### src/sv/paced_velocity_command_packer_unit_macros.svh
// Assertion helpers shared by the packer modules.
`ifndef PACED_VELOCITY_COMMAND_PACKER_UNIT_MACROS_SVH
`define PACED_VELOCITY_COMMAND_PACKER_UNIT_MACROS_SVH

// Same-cycle implication, off while reset is asserted.
`define PVCP_ASSERT_NOW(label, clock, rst_n, ante, cons, msg) \
	label: assert property (@(posedge clock) disable iff (!rst_n) (ante) |-> (cons)) \
		else $error(msg);

// Next-cycle implication, off while reset is asserted.
`define PVCP_ASSERT_NEXT(label, clock, rst_n, ante, cons, msg) \
	label: assert property (@(posedge clock) disable iff (!rst_n) (ante) |=> (cons)) \
		else $error(msg);

`endif

### src/sv/pvcp_pkg.sv
package pvcp_pkg;

	// func codes
	localparam logic [1:0] FUNC_STEP  = 2'd0;
	localparam logic [1:0] FUNC_ENTER = 2'd1;
	localparam logic [1:0] FUNC_EXIT  = 2'd2;

	// register indexes
	localparam logic [2:0] CFG_GEAR_RATIO     = 3'd0;
	localparam logic [2:0] CFG_INVERT_DIR     = 3'd1;
	localparam logic [2:0] CFG_FALLBACK_ACCEL = 3'd2;
	localparam logic [2:0] CFG_BUS_ID         = 3'd3;
	localparam logic [2:0] CFG_OPCODE_BYTE    = 3'd4;
	localparam logic [2:0] CFG_DEFAULT_PERIOD = 3'd5;

	// register reset values
	localparam logic [23:0] RST_GEAR_RATIO     = 24'd65536;
	localparam logic        RST_INVERT_DIR     = 1'b0;
	localparam logic [7:0]  RST_FALLBACK_ACCEL = 8'd0;
	localparam logic [10:0] RST_BUS_ID         = 11'd1;
	localparam logic [7:0]  RST_OPCODE_BYTE    = 8'd246;
	localparam logic [31:0] RST_DEFAULT_PERIOD = 32'd5000000;

	localparam int PVCP_QUEUE_DEPTH = 4;

	// speed math: rpm = floor((mag + 3*2^24) / (6*2^24)), clamped
	localparam logic [48:0] RPM_HALF_STEP = 49'd50331648;
	localparam logic [23:0] RPM_CLAMP_T   = 24'd9003;   // t/3 > 3000 from here
	localparam logic [11:0] SPEED_MAX_RPM = 12'd3000;
	localparam logic [14:0] DIV3_RECIP    = 15'd21846;  // 2^16/3, exact for t < 9003
	localparam logic [7:0]  DIR_NEG       = 8'h80;

	// accel math: floor((min(a,25600)*255 + 12800) / 25600)
	localparam logic [14:0] ACCEL_FULL_Q8 = 15'd25600;
	localparam logic [22:0] ACCEL_SCALE   = 23'd255;
	localparam logic [22:0] ACCEL_HALF    = 23'd12800;
	localparam logic [14:0] DIV100_RECIP  = 15'd20972;  // 2^21/100 rounded up

	typedef struct packed {
		logic [23:0] gear_ratio;
		logic        reverse_dir;
		logic [7:0]  fallback_accel;
		logic [10:0] bus_id;
		logic [7:0]  opcode_byte;
		logic [31:0] default_period;
	} cfg_t;

	// one classified item, front to back
	typedef struct packed {
		logic        cmd_emitted;
		logic        point_taken;
		logic        bad_ratio;
		logic [23:0] velocity;
		logic [15:0] acceleration;
	} cmd_rec_t;

endpackage

### src/sv/pvcp_front.sv
module pvcp_front import pvcp_pkg::*; (
	input  logic        clk,
	input  logic        arst_n,
	input  cfg_t        cfg,
	input  logic        in_valid,
	output logic        in_ready,
	input  logic [1:0]  func,
	input  logic [63:0] now_ns,
	input  logic        point_valid,
	input  logic [23:0] velocity,
	input  logic [15:0] acceleration,
	input  logic [31:0] step_period,
	input  logic        q_full,
	output logic        push,
	output cmd_rec_t    push_rec
);

	logic        pending_q;
	logic [63:0] next_emit_q;
	logic [23:0] held_velocity_q;
	logic [15:0] held_accel_q;
	logic [31:0] held_period_q;

	logic        is_step, taken, live, due, emit, ratio_zero;
	logic [63:0] eff_next, sat_sum, advanced;
	logic [31:0] eff_period, period;
	logic [64:0] sum;

	assign in_ready = !q_full;
	assign push     = in_valid && in_ready;

	always_comb begin
		is_step    = (func == FUNC_STEP);
		taken      = is_step && !pending_q && point_valid;
		live       = pending_q || taken;
		eff_next   = taken ? now_ns : next_emit_q;
		due        = live && (taken || (now_ns >= next_emit_q));
		ratio_zero = (cfg.gear_ratio == '0);
		emit       = is_step && due && !ratio_zero;
		eff_period = taken ? step_period : held_period_q;
		period     = (eff_period != '0) ? eff_period : cfg.default_period;
		sum        = {1'b0, eff_next} + {33'b0, period};
		sat_sum    = sum[64] ? '1 : sum[63:0];
		advanced   = (sat_sum < now_ns) ? now_ns : sat_sum;

		push_rec.cmd_emitted  = emit;
		push_rec.point_taken  = taken;
		push_rec.bad_ratio    = is_step && due && ratio_zero;
		push_rec.velocity     = taken ? velocity : held_velocity_q;
		push_rec.acceleration = taken ? acceleration : held_accel_q;
	end

	always_ff @(posedge clk or negedge arst_n) begin
		if (!arst_n) begin
			pending_q   <= 1'b0;
			next_emit_q <= '0;
		end else if (push) begin
			case (func)
				FUNC_ENTER: begin
					pending_q   <= 1'b0;
					next_emit_q <= now_ns;
				end
				FUNC_EXIT: begin
					pending_q   <= 1'b0;
					next_emit_q <= '0;
				end
				FUNC_STEP: begin
					if (emit) begin
						pending_q   <= 1'b0;
						next_emit_q <= advanced;
					end else if (taken) begin
						pending_q   <= 1'b1;
						next_emit_q <= now_ns;
					end
				end
				default: ;
			endcase
		end
	end

	// held setpoint, written only when taken
	always_ff @(posedge clk) begin
		if (push && taken) begin
			held_velocity_q <= velocity;
			held_accel_q    <= acceleration;
			held_period_q   <= step_period;
		end
	end

endmodule

### src/sv/pvcp_queue.sv
`include "paced_velocity_command_packer_unit_macros.svh"

module pvcp_queue import pvcp_pkg::*; #(
	parameter int DEPTH = PVCP_QUEUE_DEPTH
) (
	input  logic     clk,
	input  logic     arst_n,
	input  logic     push,
	input  cmd_rec_t push_rec,
	input  logic     pop,
	output cmd_rec_t head_rec,
	output logic     full,
	output logic     empty
);

	localparam int PTR_W = (DEPTH > 1) ? $clog2(DEPTH) : 1;
	localparam int CNT_W = $clog2(DEPTH + 1);

	cmd_rec_t           mem_q [DEPTH];
	logic [PTR_W-1:0]   wr_ptr_q, rd_ptr_q;
	logic [CNT_W-1:0]   count_q;

	assign full     = (count_q == CNT_W'(DEPTH));
	assign empty    = (count_q == '0);
	assign head_rec = mem_q[rd_ptr_q];

	function automatic logic [PTR_W-1:0] bump(input logic [PTR_W-1:0] p);
		return (p == PTR_W'(DEPTH - 1)) ? '0 : p + PTR_W'(1);
	endfunction

	always_ff @(posedge clk or negedge arst_n) begin
		if (!arst_n) begin
			wr_ptr_q <= '0;
			rd_ptr_q <= '0;
			count_q  <= '0;
		end else begin
			if (push) wr_ptr_q <= bump(wr_ptr_q);
			if (pop)  rd_ptr_q <= bump(rd_ptr_q);
			if (push && !pop)      count_q <= count_q + CNT_W'(1);
			else if (pop && !push) count_q <= count_q - CNT_W'(1);
		end
	end

	always_ff @(posedge clk) begin
		if (push) mem_q[wr_ptr_q] <= push_rec;
	end

	`PVCP_ASSERT_NOW(a_pop_has_data, clk, arst_n, pop, !empty, "queue popped while empty")
	`PVCP_ASSERT_NOW(a_push_has_room, clk, arst_n, push, !full, "queue pushed while full")

endmodule

### src/sv/pvcp_back.sv
`include "paced_velocity_command_packer_unit_macros.svh"

module pvcp_back import pvcp_pkg::*; (
	input  logic        clk,
	input  logic        arst_n,
	input  cfg_t        cfg,
	input  cmd_rec_t    head_rec,
	input  logic        q_empty,
	output logic        pop,
	output logic        out_valid,
	input  logic        out_ready,
	output logic        cmd_emitted,
	output logic        point_taken,
	output logic        bad_ratio,
	output logic [10:0] cmd_id,
	output logic [7:0]  cmd_code,
	output logic [7:0]  dir_speed_high,
	output logic [7:0]  speed_low,
	output logic [7:0]  accel_out
);

	logic en1, en2;

	// stage 1: magnitude product and scaled accel
	logic        valid_s1, has_s1, taken_s1, bad_s1, neg_s1, apos_s1;
	logic [47:0] mag_s1;
	logic [14:0] accu_s1;

	logic [24:0] v25, absv25;
	logic [23:0] absv;
	logic        neg;
	logic [47:0] mag;
	logic        apos;
	logic [14:0] amin;
	logic [22:0] ascaled;

	// stage 2: output register
	logic        valid_s2, has_s2, taken_s2, bad_s2, neg_s2;
	logic [11:0] rpm_s2;
	logic [7:0]  accel_s2;

	logic [48:0] rounded;
	logic [23:0] t3;
	logic [28:0] div3;
	logic [29:0] div100;
	logic [11:0] rpm;
	logic [7:0]  accel_code;

	assign en2 = !valid_s2 || out_ready;
	assign en1 = !valid_s1 || en2;
	assign pop = !q_empty && en1;

	always_comb begin
		v25     = {head_rec.velocity[23], head_rec.velocity};
		absv25  = v25[24] ? -v25 : v25;
		absv    = absv25[23:0];
		// reversal flips only the sign; zero speed never counts as reverse
		neg     = (head_rec.velocity != '0) && (v25[24] ^ cfg.reverse_dir);
		mag     = {24'b0, absv} * {24'b0, cfg.gear_ratio};
		apos    = !head_rec.acceleration[15] && (head_rec.acceleration != '0);
		amin    = (head_rec.acceleration[14:0] > ACCEL_FULL_Q8) ? ACCEL_FULL_Q8
			: head_rec.acceleration[14:0];
		ascaled = {8'b0, amin} * ACCEL_SCALE + ACCEL_HALF;
	end

	always_ff @(posedge clk or negedge arst_n) begin
		if (!arst_n) valid_s1 <= 1'b0;
		else if (en1) valid_s1 <= !q_empty;
	end

	always_ff @(posedge clk) begin
		if (pop) begin
			has_s1   <= head_rec.cmd_emitted;
			taken_s1 <= head_rec.point_taken;
			bad_s1   <= head_rec.bad_ratio;
			neg_s1   <= neg;
			mag_s1   <= mag;
			apos_s1  <= apos;
			accu_s1  <= ascaled[22:8];
		end
	end

	// t = floor((mag + half) / 2^25); rpm = t / 3 via reciprocal
	always_comb begin
		rounded    = {1'b0, mag_s1} + RPM_HALF_STEP;
		t3         = rounded[48:25];
		div3       = {15'b0, t3[13:0]} * {14'b0, DIV3_RECIP};
		rpm        = (t3 >= RPM_CLAMP_T) ? SPEED_MAX_RPM : div3[27:16];
		div100     = {15'b0, accu_s1} * {15'b0, DIV100_RECIP};
		accel_code = apos_s1 ? div100[28:21] : cfg.fallback_accel;
	end

	always_ff @(posedge clk or negedge arst_n) begin
		if (!arst_n) valid_s2 <= 1'b0;
		else if (en2) valid_s2 <= valid_s1;
	end

	always_ff @(posedge clk) begin
		if (en2 && valid_s1) begin
			has_s2   <= has_s1;
			taken_s2 <= taken_s1;
			bad_s2   <= bad_s1;
			neg_s2   <= neg_s1 && has_s1;
			rpm_s2   <= has_s1 ? rpm : '0;
			accel_s2 <= has_s1 ? accel_code : '0;
		end
	end

	assign out_valid      = valid_s2;
	assign cmd_emitted    = has_s2;
	assign point_taken    = taken_s2;
	assign bad_ratio      = bad_s2;
	assign cmd_id         = has_s2 ? cfg.bus_id : '0;
	assign cmd_code       = has_s2 ? cfg.opcode_byte : '0;
	assign dir_speed_high = (neg_s2 ? DIR_NEG : 8'h00) | {4'b0, rpm_s2[11:8]};
	assign speed_low      = rpm_s2[7:0];
	assign accel_out      = accel_s2;

	`PVCP_ASSERT_NOW(a_rpm_clamped, clk, arst_n, valid_s2, rpm_s2 <= SPEED_MAX_RPM, "rpm above limit")
	`PVCP_ASSERT_NOW(a_cmd_xor_bad, clk, arst_n, valid_s2, !(has_s2 && bad_s2), "command with bad ratio")

endmodule

### src/sv/paced_velocity_command_packer_unit.sv
// Paced velocity command packer. Each item carries the time (now_ns), a func
// code and optionally a velocity setpoint; every item yields exactly one
// result item. One setpoint is held at a time; once its emit time is due the
// block emits a speed-mode command (id, code, direction plus 12-bit rpm,
// accel byte) and moves the emit time on by the setpoint period, or by
// default_period when that period is zero. A zero gear ratio sets
// bad_ratio and keeps the setpoint pending. Rate: one item per clock, as long
// as the result side keeps up; in_ready drops only when the small item queue
// between front and back is full. The figure rests on the front computing
// its emit-time update combinationally (a 64-bit add with saturation and two
// compares). An item passes through the queue and the stage-1 and stage-2
// registers before its result is valid. Configuration is written through
// cfg_we/cfg_index/cfg_data and must be done while no item is in flight.
module paced_velocity_command_packer_unit import pvcp_pkg::*; #(
	parameter int QUEUE_DEPTH = PVCP_QUEUE_DEPTH
) (
	input  logic               clk,
	input  logic               arst_n,
	// configuration write port
	input  logic               cfg_we,
	input  logic [2:0]         cfg_index,
	input  logic [31:0]        cfg_data,
	// input items
	input  logic               in_valid,
	output logic               in_ready,
	input  logic [1:0]         func,
	input  logic [63:0]        now_ns,
	input  logic               point_valid,
	input  logic signed [23:0] velocity,
	input  logic signed [15:0] acceleration,
	input  logic [31:0]        step_period,
	// result items
	output logic               out_valid,
	input  logic               out_ready,
	output logic               cmd_emitted,
	output logic               point_taken,
	output logic               bad_ratio,
	output logic [10:0]        cmd_id,
	output logic [7:0]         cmd_code,
	output logic [7:0]         dir_speed_high,
	output logic [7:0]         speed_low,
	output logic [7:0]         accel_out
);

	cfg_t     cfg_q;
	logic     push, pop, q_full, q_empty;
	cmd_rec_t push_rec, head_rec;

	// configuration registers; index out of the list is ignored
	always_ff @(posedge clk or negedge arst_n) begin
		if (!arst_n) begin
			cfg_q.gear_ratio     <= RST_GEAR_RATIO;
			cfg_q.reverse_dir    <= RST_INVERT_DIR;
			cfg_q.fallback_accel <= RST_FALLBACK_ACCEL;
			cfg_q.bus_id         <= RST_BUS_ID;
			cfg_q.opcode_byte    <= RST_OPCODE_BYTE;
			cfg_q.default_period <= RST_DEFAULT_PERIOD;
		end else if (cfg_we) begin
			case (cfg_index)
				CFG_GEAR_RATIO:     cfg_q.gear_ratio     <= cfg_data[23:0];
				CFG_INVERT_DIR:     cfg_q.reverse_dir    <= cfg_data[0];
				CFG_FALLBACK_ACCEL: cfg_q.fallback_accel <= cfg_data[7:0];
				CFG_BUS_ID:         cfg_q.bus_id         <= cfg_data[10:0];
				CFG_OPCODE_BYTE:    cfg_q.opcode_byte    <= cfg_data[7:0];
				CFG_DEFAULT_PERIOD: cfg_q.default_period <= cfg_data;
				default: ;
			endcase
		end
	end

	// front: owns pending flag, emit time and held setpoint; decides per item
	pvcp_front u_front (
		.clk          (clk),
		.arst_n       (arst_n),
		.cfg          (cfg_q),
		.in_valid     (in_valid),
		.in_ready     (in_ready),
		.func         (func),
		.now_ns       (now_ns),
		.point_valid  (point_valid),
		.velocity     (velocity),
		.acceleration (acceleration),
		.step_period  (step_period),
		.q_full       (q_full),
		.push         (push),
		.push_rec     (push_rec)
	);

	// decoupling queue of classified items
	pvcp_queue #(
		.DEPTH (QUEUE_DEPTH)
	) u_queue (
		.clk      (clk),
		.arst_n   (arst_n),
		.push     (push),
		.push_rec (push_rec),
		.pop      (pop),
		.head_rec (head_rec),
		.full     (q_full),
		.empty    (q_empty)
	);

	// back: speed/accel arithmetic in two stages, output register last
	pvcp_back u_back (
		.clk            (clk),
		.arst_n         (arst_n),
		.cfg            (cfg_q),
		.head_rec       (head_rec),
		.q_empty        (q_empty),
		.pop            (pop),
		.out_valid      (out_valid),
		.out_ready      (out_ready),
		.cmd_emitted    (cmd_emitted),
		.point_taken    (point_taken),
		.bad_ratio      (bad_ratio),
		.cmd_id         (cmd_id),
		.cmd_code       (cmd_code),
		.dir_speed_high (dir_speed_high),
		.speed_low      (speed_low),
		.accel_out      (accel_out)
	);

endmodule
### config.mk
export PLATFORM = sky130hd
export DESIGN_NAME = paced_velocity_command_packer_unit
export DESIGN_NICKNAME = d
export VERILOG_FILES = /design/src/sv/pvcp_pkg.sv /design/src/sv/pvcp_front.sv /design/src/sv/pvcp_queue.sv /design/src/sv/pvcp_back.sv /design/src/sv/paced_velocity_command_packer_unit.sv
export VERILOG_INCLUDE_DIRS = /design/src /design/src/sv
export SDC_FILE = /design/constraint.sdc
export NUM_CORES = 2
export LEC_CHECK = 0
export ABC_AREA = 1
export BUFFER_PORTS_ARGS = -buffer_cell sky130_fd_sc_hd__buf_2
export CAP_MARGIN = 10
export CELL_PAD_IN_SITES_DETAIL_PLACEMENT = 0
export CELL_PAD_IN_SITES_GLOBAL_PLACEMENT = 1
export CORE_MARGIN = 4
export CORE_UTILIZATION = 40
export DETAILED_ROUTE_END_ITERATION = 10
export GPL_TIMING_DRIVEN = 0
export PLACE_DENSITY = 0.68
export SLEW_MARGIN = 10
export SYNTH_ARGS = -nofsm -noshare
export SYNTH_HDL_FRONTEND = slang
export SYNTH_SLANG_ARGS = --single-unit
export TNS_END_PERCENT = 1
### constraint.sdc
create_clock -name clk -period 24.4 [get_ports clk]
set_clock_uncertainty 0.15 [all_clocks]
set_input_delay 2.44 -clock clk [delete_from_list [all_inputs] [get_ports clk]]
set_output_delay 2.44 -clock clk [all_outputs]
set_load 0.005 [all_outputs]
==> out/qor.txt <==
Routed WL -> 189300 µm
Synth area leader -> fa_1
final hold vios -> 0
#FFs+latches synth -> 470
Netlist cell types -> 63
reg-to-reg startpoint -> u_queue.rd_ptr_q[1]$_DFFE_PN0P_
post-synthesis sequential area ratio -> 23.58%
vias in the first global route -> 47.05k
Clock Root Buffer -> clkbuf_16
H-Tree Depth -> 2
Final min period -> 12.59 ns
CTS Hold Bufs -> 0
synthesis warning total -> 0
critical path data required time -> 24.83 ns
reg2reg setup slack -> 12.41 ns
MaxCap Viol Count -> 0
HPWL after DPL -> 156900 µm
CP Max Fanout -> 10
TritonCTS clock tree -> done
GPL Wtd Cong -> 0.9597
largest net degree at the start of global routing -> 84
post-CTS setup buffer count -> 0
Peak Freq -> 0.07943 GHz
critical path class -> in2reg
Most used DFF post-synth -> edfxtp_1
Routed wire per std cell -> 20.87 µm
Setup crit end kind -> flop
class of the tightest hold or removal check -> reg2reg
CP startpoint kind -> input port
post-synthesis cell count -> 6845
Mean Syn Cell Area -> 8.266 µm²
via total after detailed routing -> 46.36k
RSZ-0062 raised after global routing -> false
area of the die -> 0.1475 mm²
clock sink total -> 470
total track usage -> 25.67%
Slew Limit Fails -> 0
worst skew pair latency -> 0.71 ns
total CTS buffers -> 58
IO Pins -> 227
Reg-to-Reg End -> u_back.mag_s1[46]$_DFFE_PP_
Mapped Area -> 0.05658 mm²
Detail Route Antenna Nets -> 0
clk buf depth -> 3
# DRC -> 0
Finish-stage setup viols -> 0
Starting DRT DRC Count -> 3213
first-pass GRT wire length -> 288900 µm
R2R depth -> 38
Vias/cell -> 5.111
share of layout cells above drive strength 1 -> 6.817%
chip height -> 384.1 µm
Resize count post-CTS -> 0
Final period util -> 51.60%
cell types occupying the most area after synthesis -> fa_1 24%, edfxtp_1 17%, ha_1 13%
Post-synth ARST share -> 33.62%
Setup TNS Final -> 0 ns
top cell type's share of synthesized area -> 23.71%
Initial Utilization -> 40.40%
Slew headroom -> 25.02%
total grt overflow -> 0
Post-synth EDFFs -> 312
Std-Cell Core Area -> 0.1400 mm²
Rows -> 137
Port Buffers -> 222
most used cell, CP -> nand2_1
critical path's slowest cell -> clkbuf_1
Largest stage delay, worst path -> 0.87 ns
antenna violations before repair -> 9
run status -> complete, no violations
TritonRoute pass-1 iters -> 5
Die X-Extent -> 384.1 µm
Area Overhead vs Synth -> 10.15%
Final nets -> 8567
Critical path destination -> u_front.next_emit_q[44]$_DFFE_PN0P_
worst-margin pin slew -> 1.125 ns
Worst Path Arrival -> 13.02 ns
Clock transition at path regs -> 0.06 ns
Worst setup startpoint -> point_valid
[Yosys cell counts (all sizes together), types with 2 or more instances]
library cell	n
a211o	2
a211oi	13
a21boi	3
a21o	16
a21oi	420
a221oi	3
a31oi	12
a32o	5
a32oi	21
and2	2
buf	72
clkbuf	163
clkinv	15
dfrtp	142
dfstp	16
edfxtp	312
fa	670
ha	579
inv	1427
mux2	9
mux2i	32
nand2	1326
nand3	277
nand3b	3
nand4	74
nor2	680
nor3	51
nor3b	2
nor4	27
o2111a	2
o2111ai	2
o211ai	7
o21a	16
o21ai	247
o21bai	7
o221a	2
o221ai	13
o22ai	15
o311ai	3
o31ai	5
or2	46
xnor2	35
xor2	65
[worst max-delay path, delay by kind of cell]
kind	cells	cell delay [ns]
compound gates	7	1.71
fa+ha+maj	2	0.65
buf+inv	8	4.17
mux	1	0.53
simple gates	19	3.45
[registers in the layout (all words and copies together), names as in the netlist, 2 cells and up]
register and flops:
u_queue.mem_q 172, cfg_q 84, u_front.next_emit_q 64, u_front.held_period_q 32, u_back.mag_s1 24, u_front.held_velocity_q 24
u_front.held_accel_q 16, u_back.accu_s1 15, u_back.rpm_s2 12, u_back.accel_out 8, u_queue.count_q 3, u_queue.rd_ptr_q 2
u_queue.wr_ptr_q 2
[metal layers]
metal / up-vias / wire [µm] / global-route usage [%]
met4: 0 / 6129 / 7.284
met2: 1556 / 81650 / 39.48
li1: 22100 / - / -
met5: - / 0 / 0
met3: 252 / 14270 / 4.567
met1: 22450 / 87260 / 37.07
[cells in the final DEF, fill, tap and decap left out, types with 13 or more instances in the layout]
cell	instances
nor4_1	27
xor2_1	65
o221ai_1	13
o21a_1	16
inv_1	1418
buf_2	258
ha_1	579
nand3_1	274
fa_1	670
edfxtp_1	312
xnor2_1	35
clkbuf_1	170
a211oi_1	13
a21o_1	16
nand2_1	1322
dfrtp_1	142
a21oi_1	419
a32oi_1	21
nand4_1	74
o21ai_0	231
or2_2	43
clkbuf_16	63
mux2i_1	32
o22ai_1	15
clkinv_1	27
nor2_1	671
nor3_1	47
buf_6	17
dfstp_2	16
[layout make-up]
type                    instances  area, µm²
multi-input cells            4700      36800
plain buffers                 235       1082
repair buffers                232       1344
clock buffers                  70       1603
diodes                          7      17.52
well taps                    1876       2347
inverters                    1442       5413
clock inverters                39      376.6
flip-flops and latches        470      13340
fillers                     14220      77720
[stage by stage]
step | setup WS [ns] | instances | hold slack (ns) | utilization, % | area [µm²]
2_1_floorplan | 15.36 | 6847 | 0.2503 | - | 56590
3_3_place_gp | 11.27 | 8945 | 0.2528 | 42.88 | 60050
3_5_place_dp | 11.26 | 8955 | 0.2609 | 43.08 | 60330
4_1_cts | 11.96 | 9064 | 0.2694 | 44.49 | 62310
5_1_grt | 11.37 | 9066 | 0.2769 | 44.49 | 62310
6_report | 11.81 | 9071 | 0.2675 | 44.50 | 62320
[worst min-delay path by stage]
stage	slack, ns	cells after the start	endpoint	from
floorplan	0.25	0	u_back.bad_ratio$_DFFE_PP_	u_back.bad_s1$_DFFE_PP_
finish	0.27	0	u_back.bad_ratio$_DFFE_PP_	u_back.bad_s1$_DFFE_PP_
global placement	0.25	0	u_back.point_taken$_DFFE_PP_	u_back.taken_s1$_DFFE_PP_
CTS	0.27	0	u_back.bad_ratio$_DFFE_PP_	u_back.bad_s1$_DFFE_PP_
global route	0.28	0	u_back.bad_ratio$_DFFE_PP_	u_back.bad_s1$_DFFE_PP_
detailed placement	0.26	0	u_back.bad_ratio$_DFFE_PP_	u_back.bad_s1$_DFFE_PP_
[cells by family (layout without fill, tap and decap cells)]
group	Yosys count	in the layout	share of synthesized area, %
DFF	470	470	23.58
adders and majority gates	1249	1249	36.51
AOI/OAI and AO/OA	816	816	8.007
other	1	10	0.006628
muxes	41	41	0.7452
and+or+nand+nor	2491	2491	18.12
xor gates and xnor gates	100	100	1.548
buffers and inverters	1677	2018	11.48
Power is not shown: default switching activity piles up to over one toggle a cycle in this logic, so the estimate is an artifact.
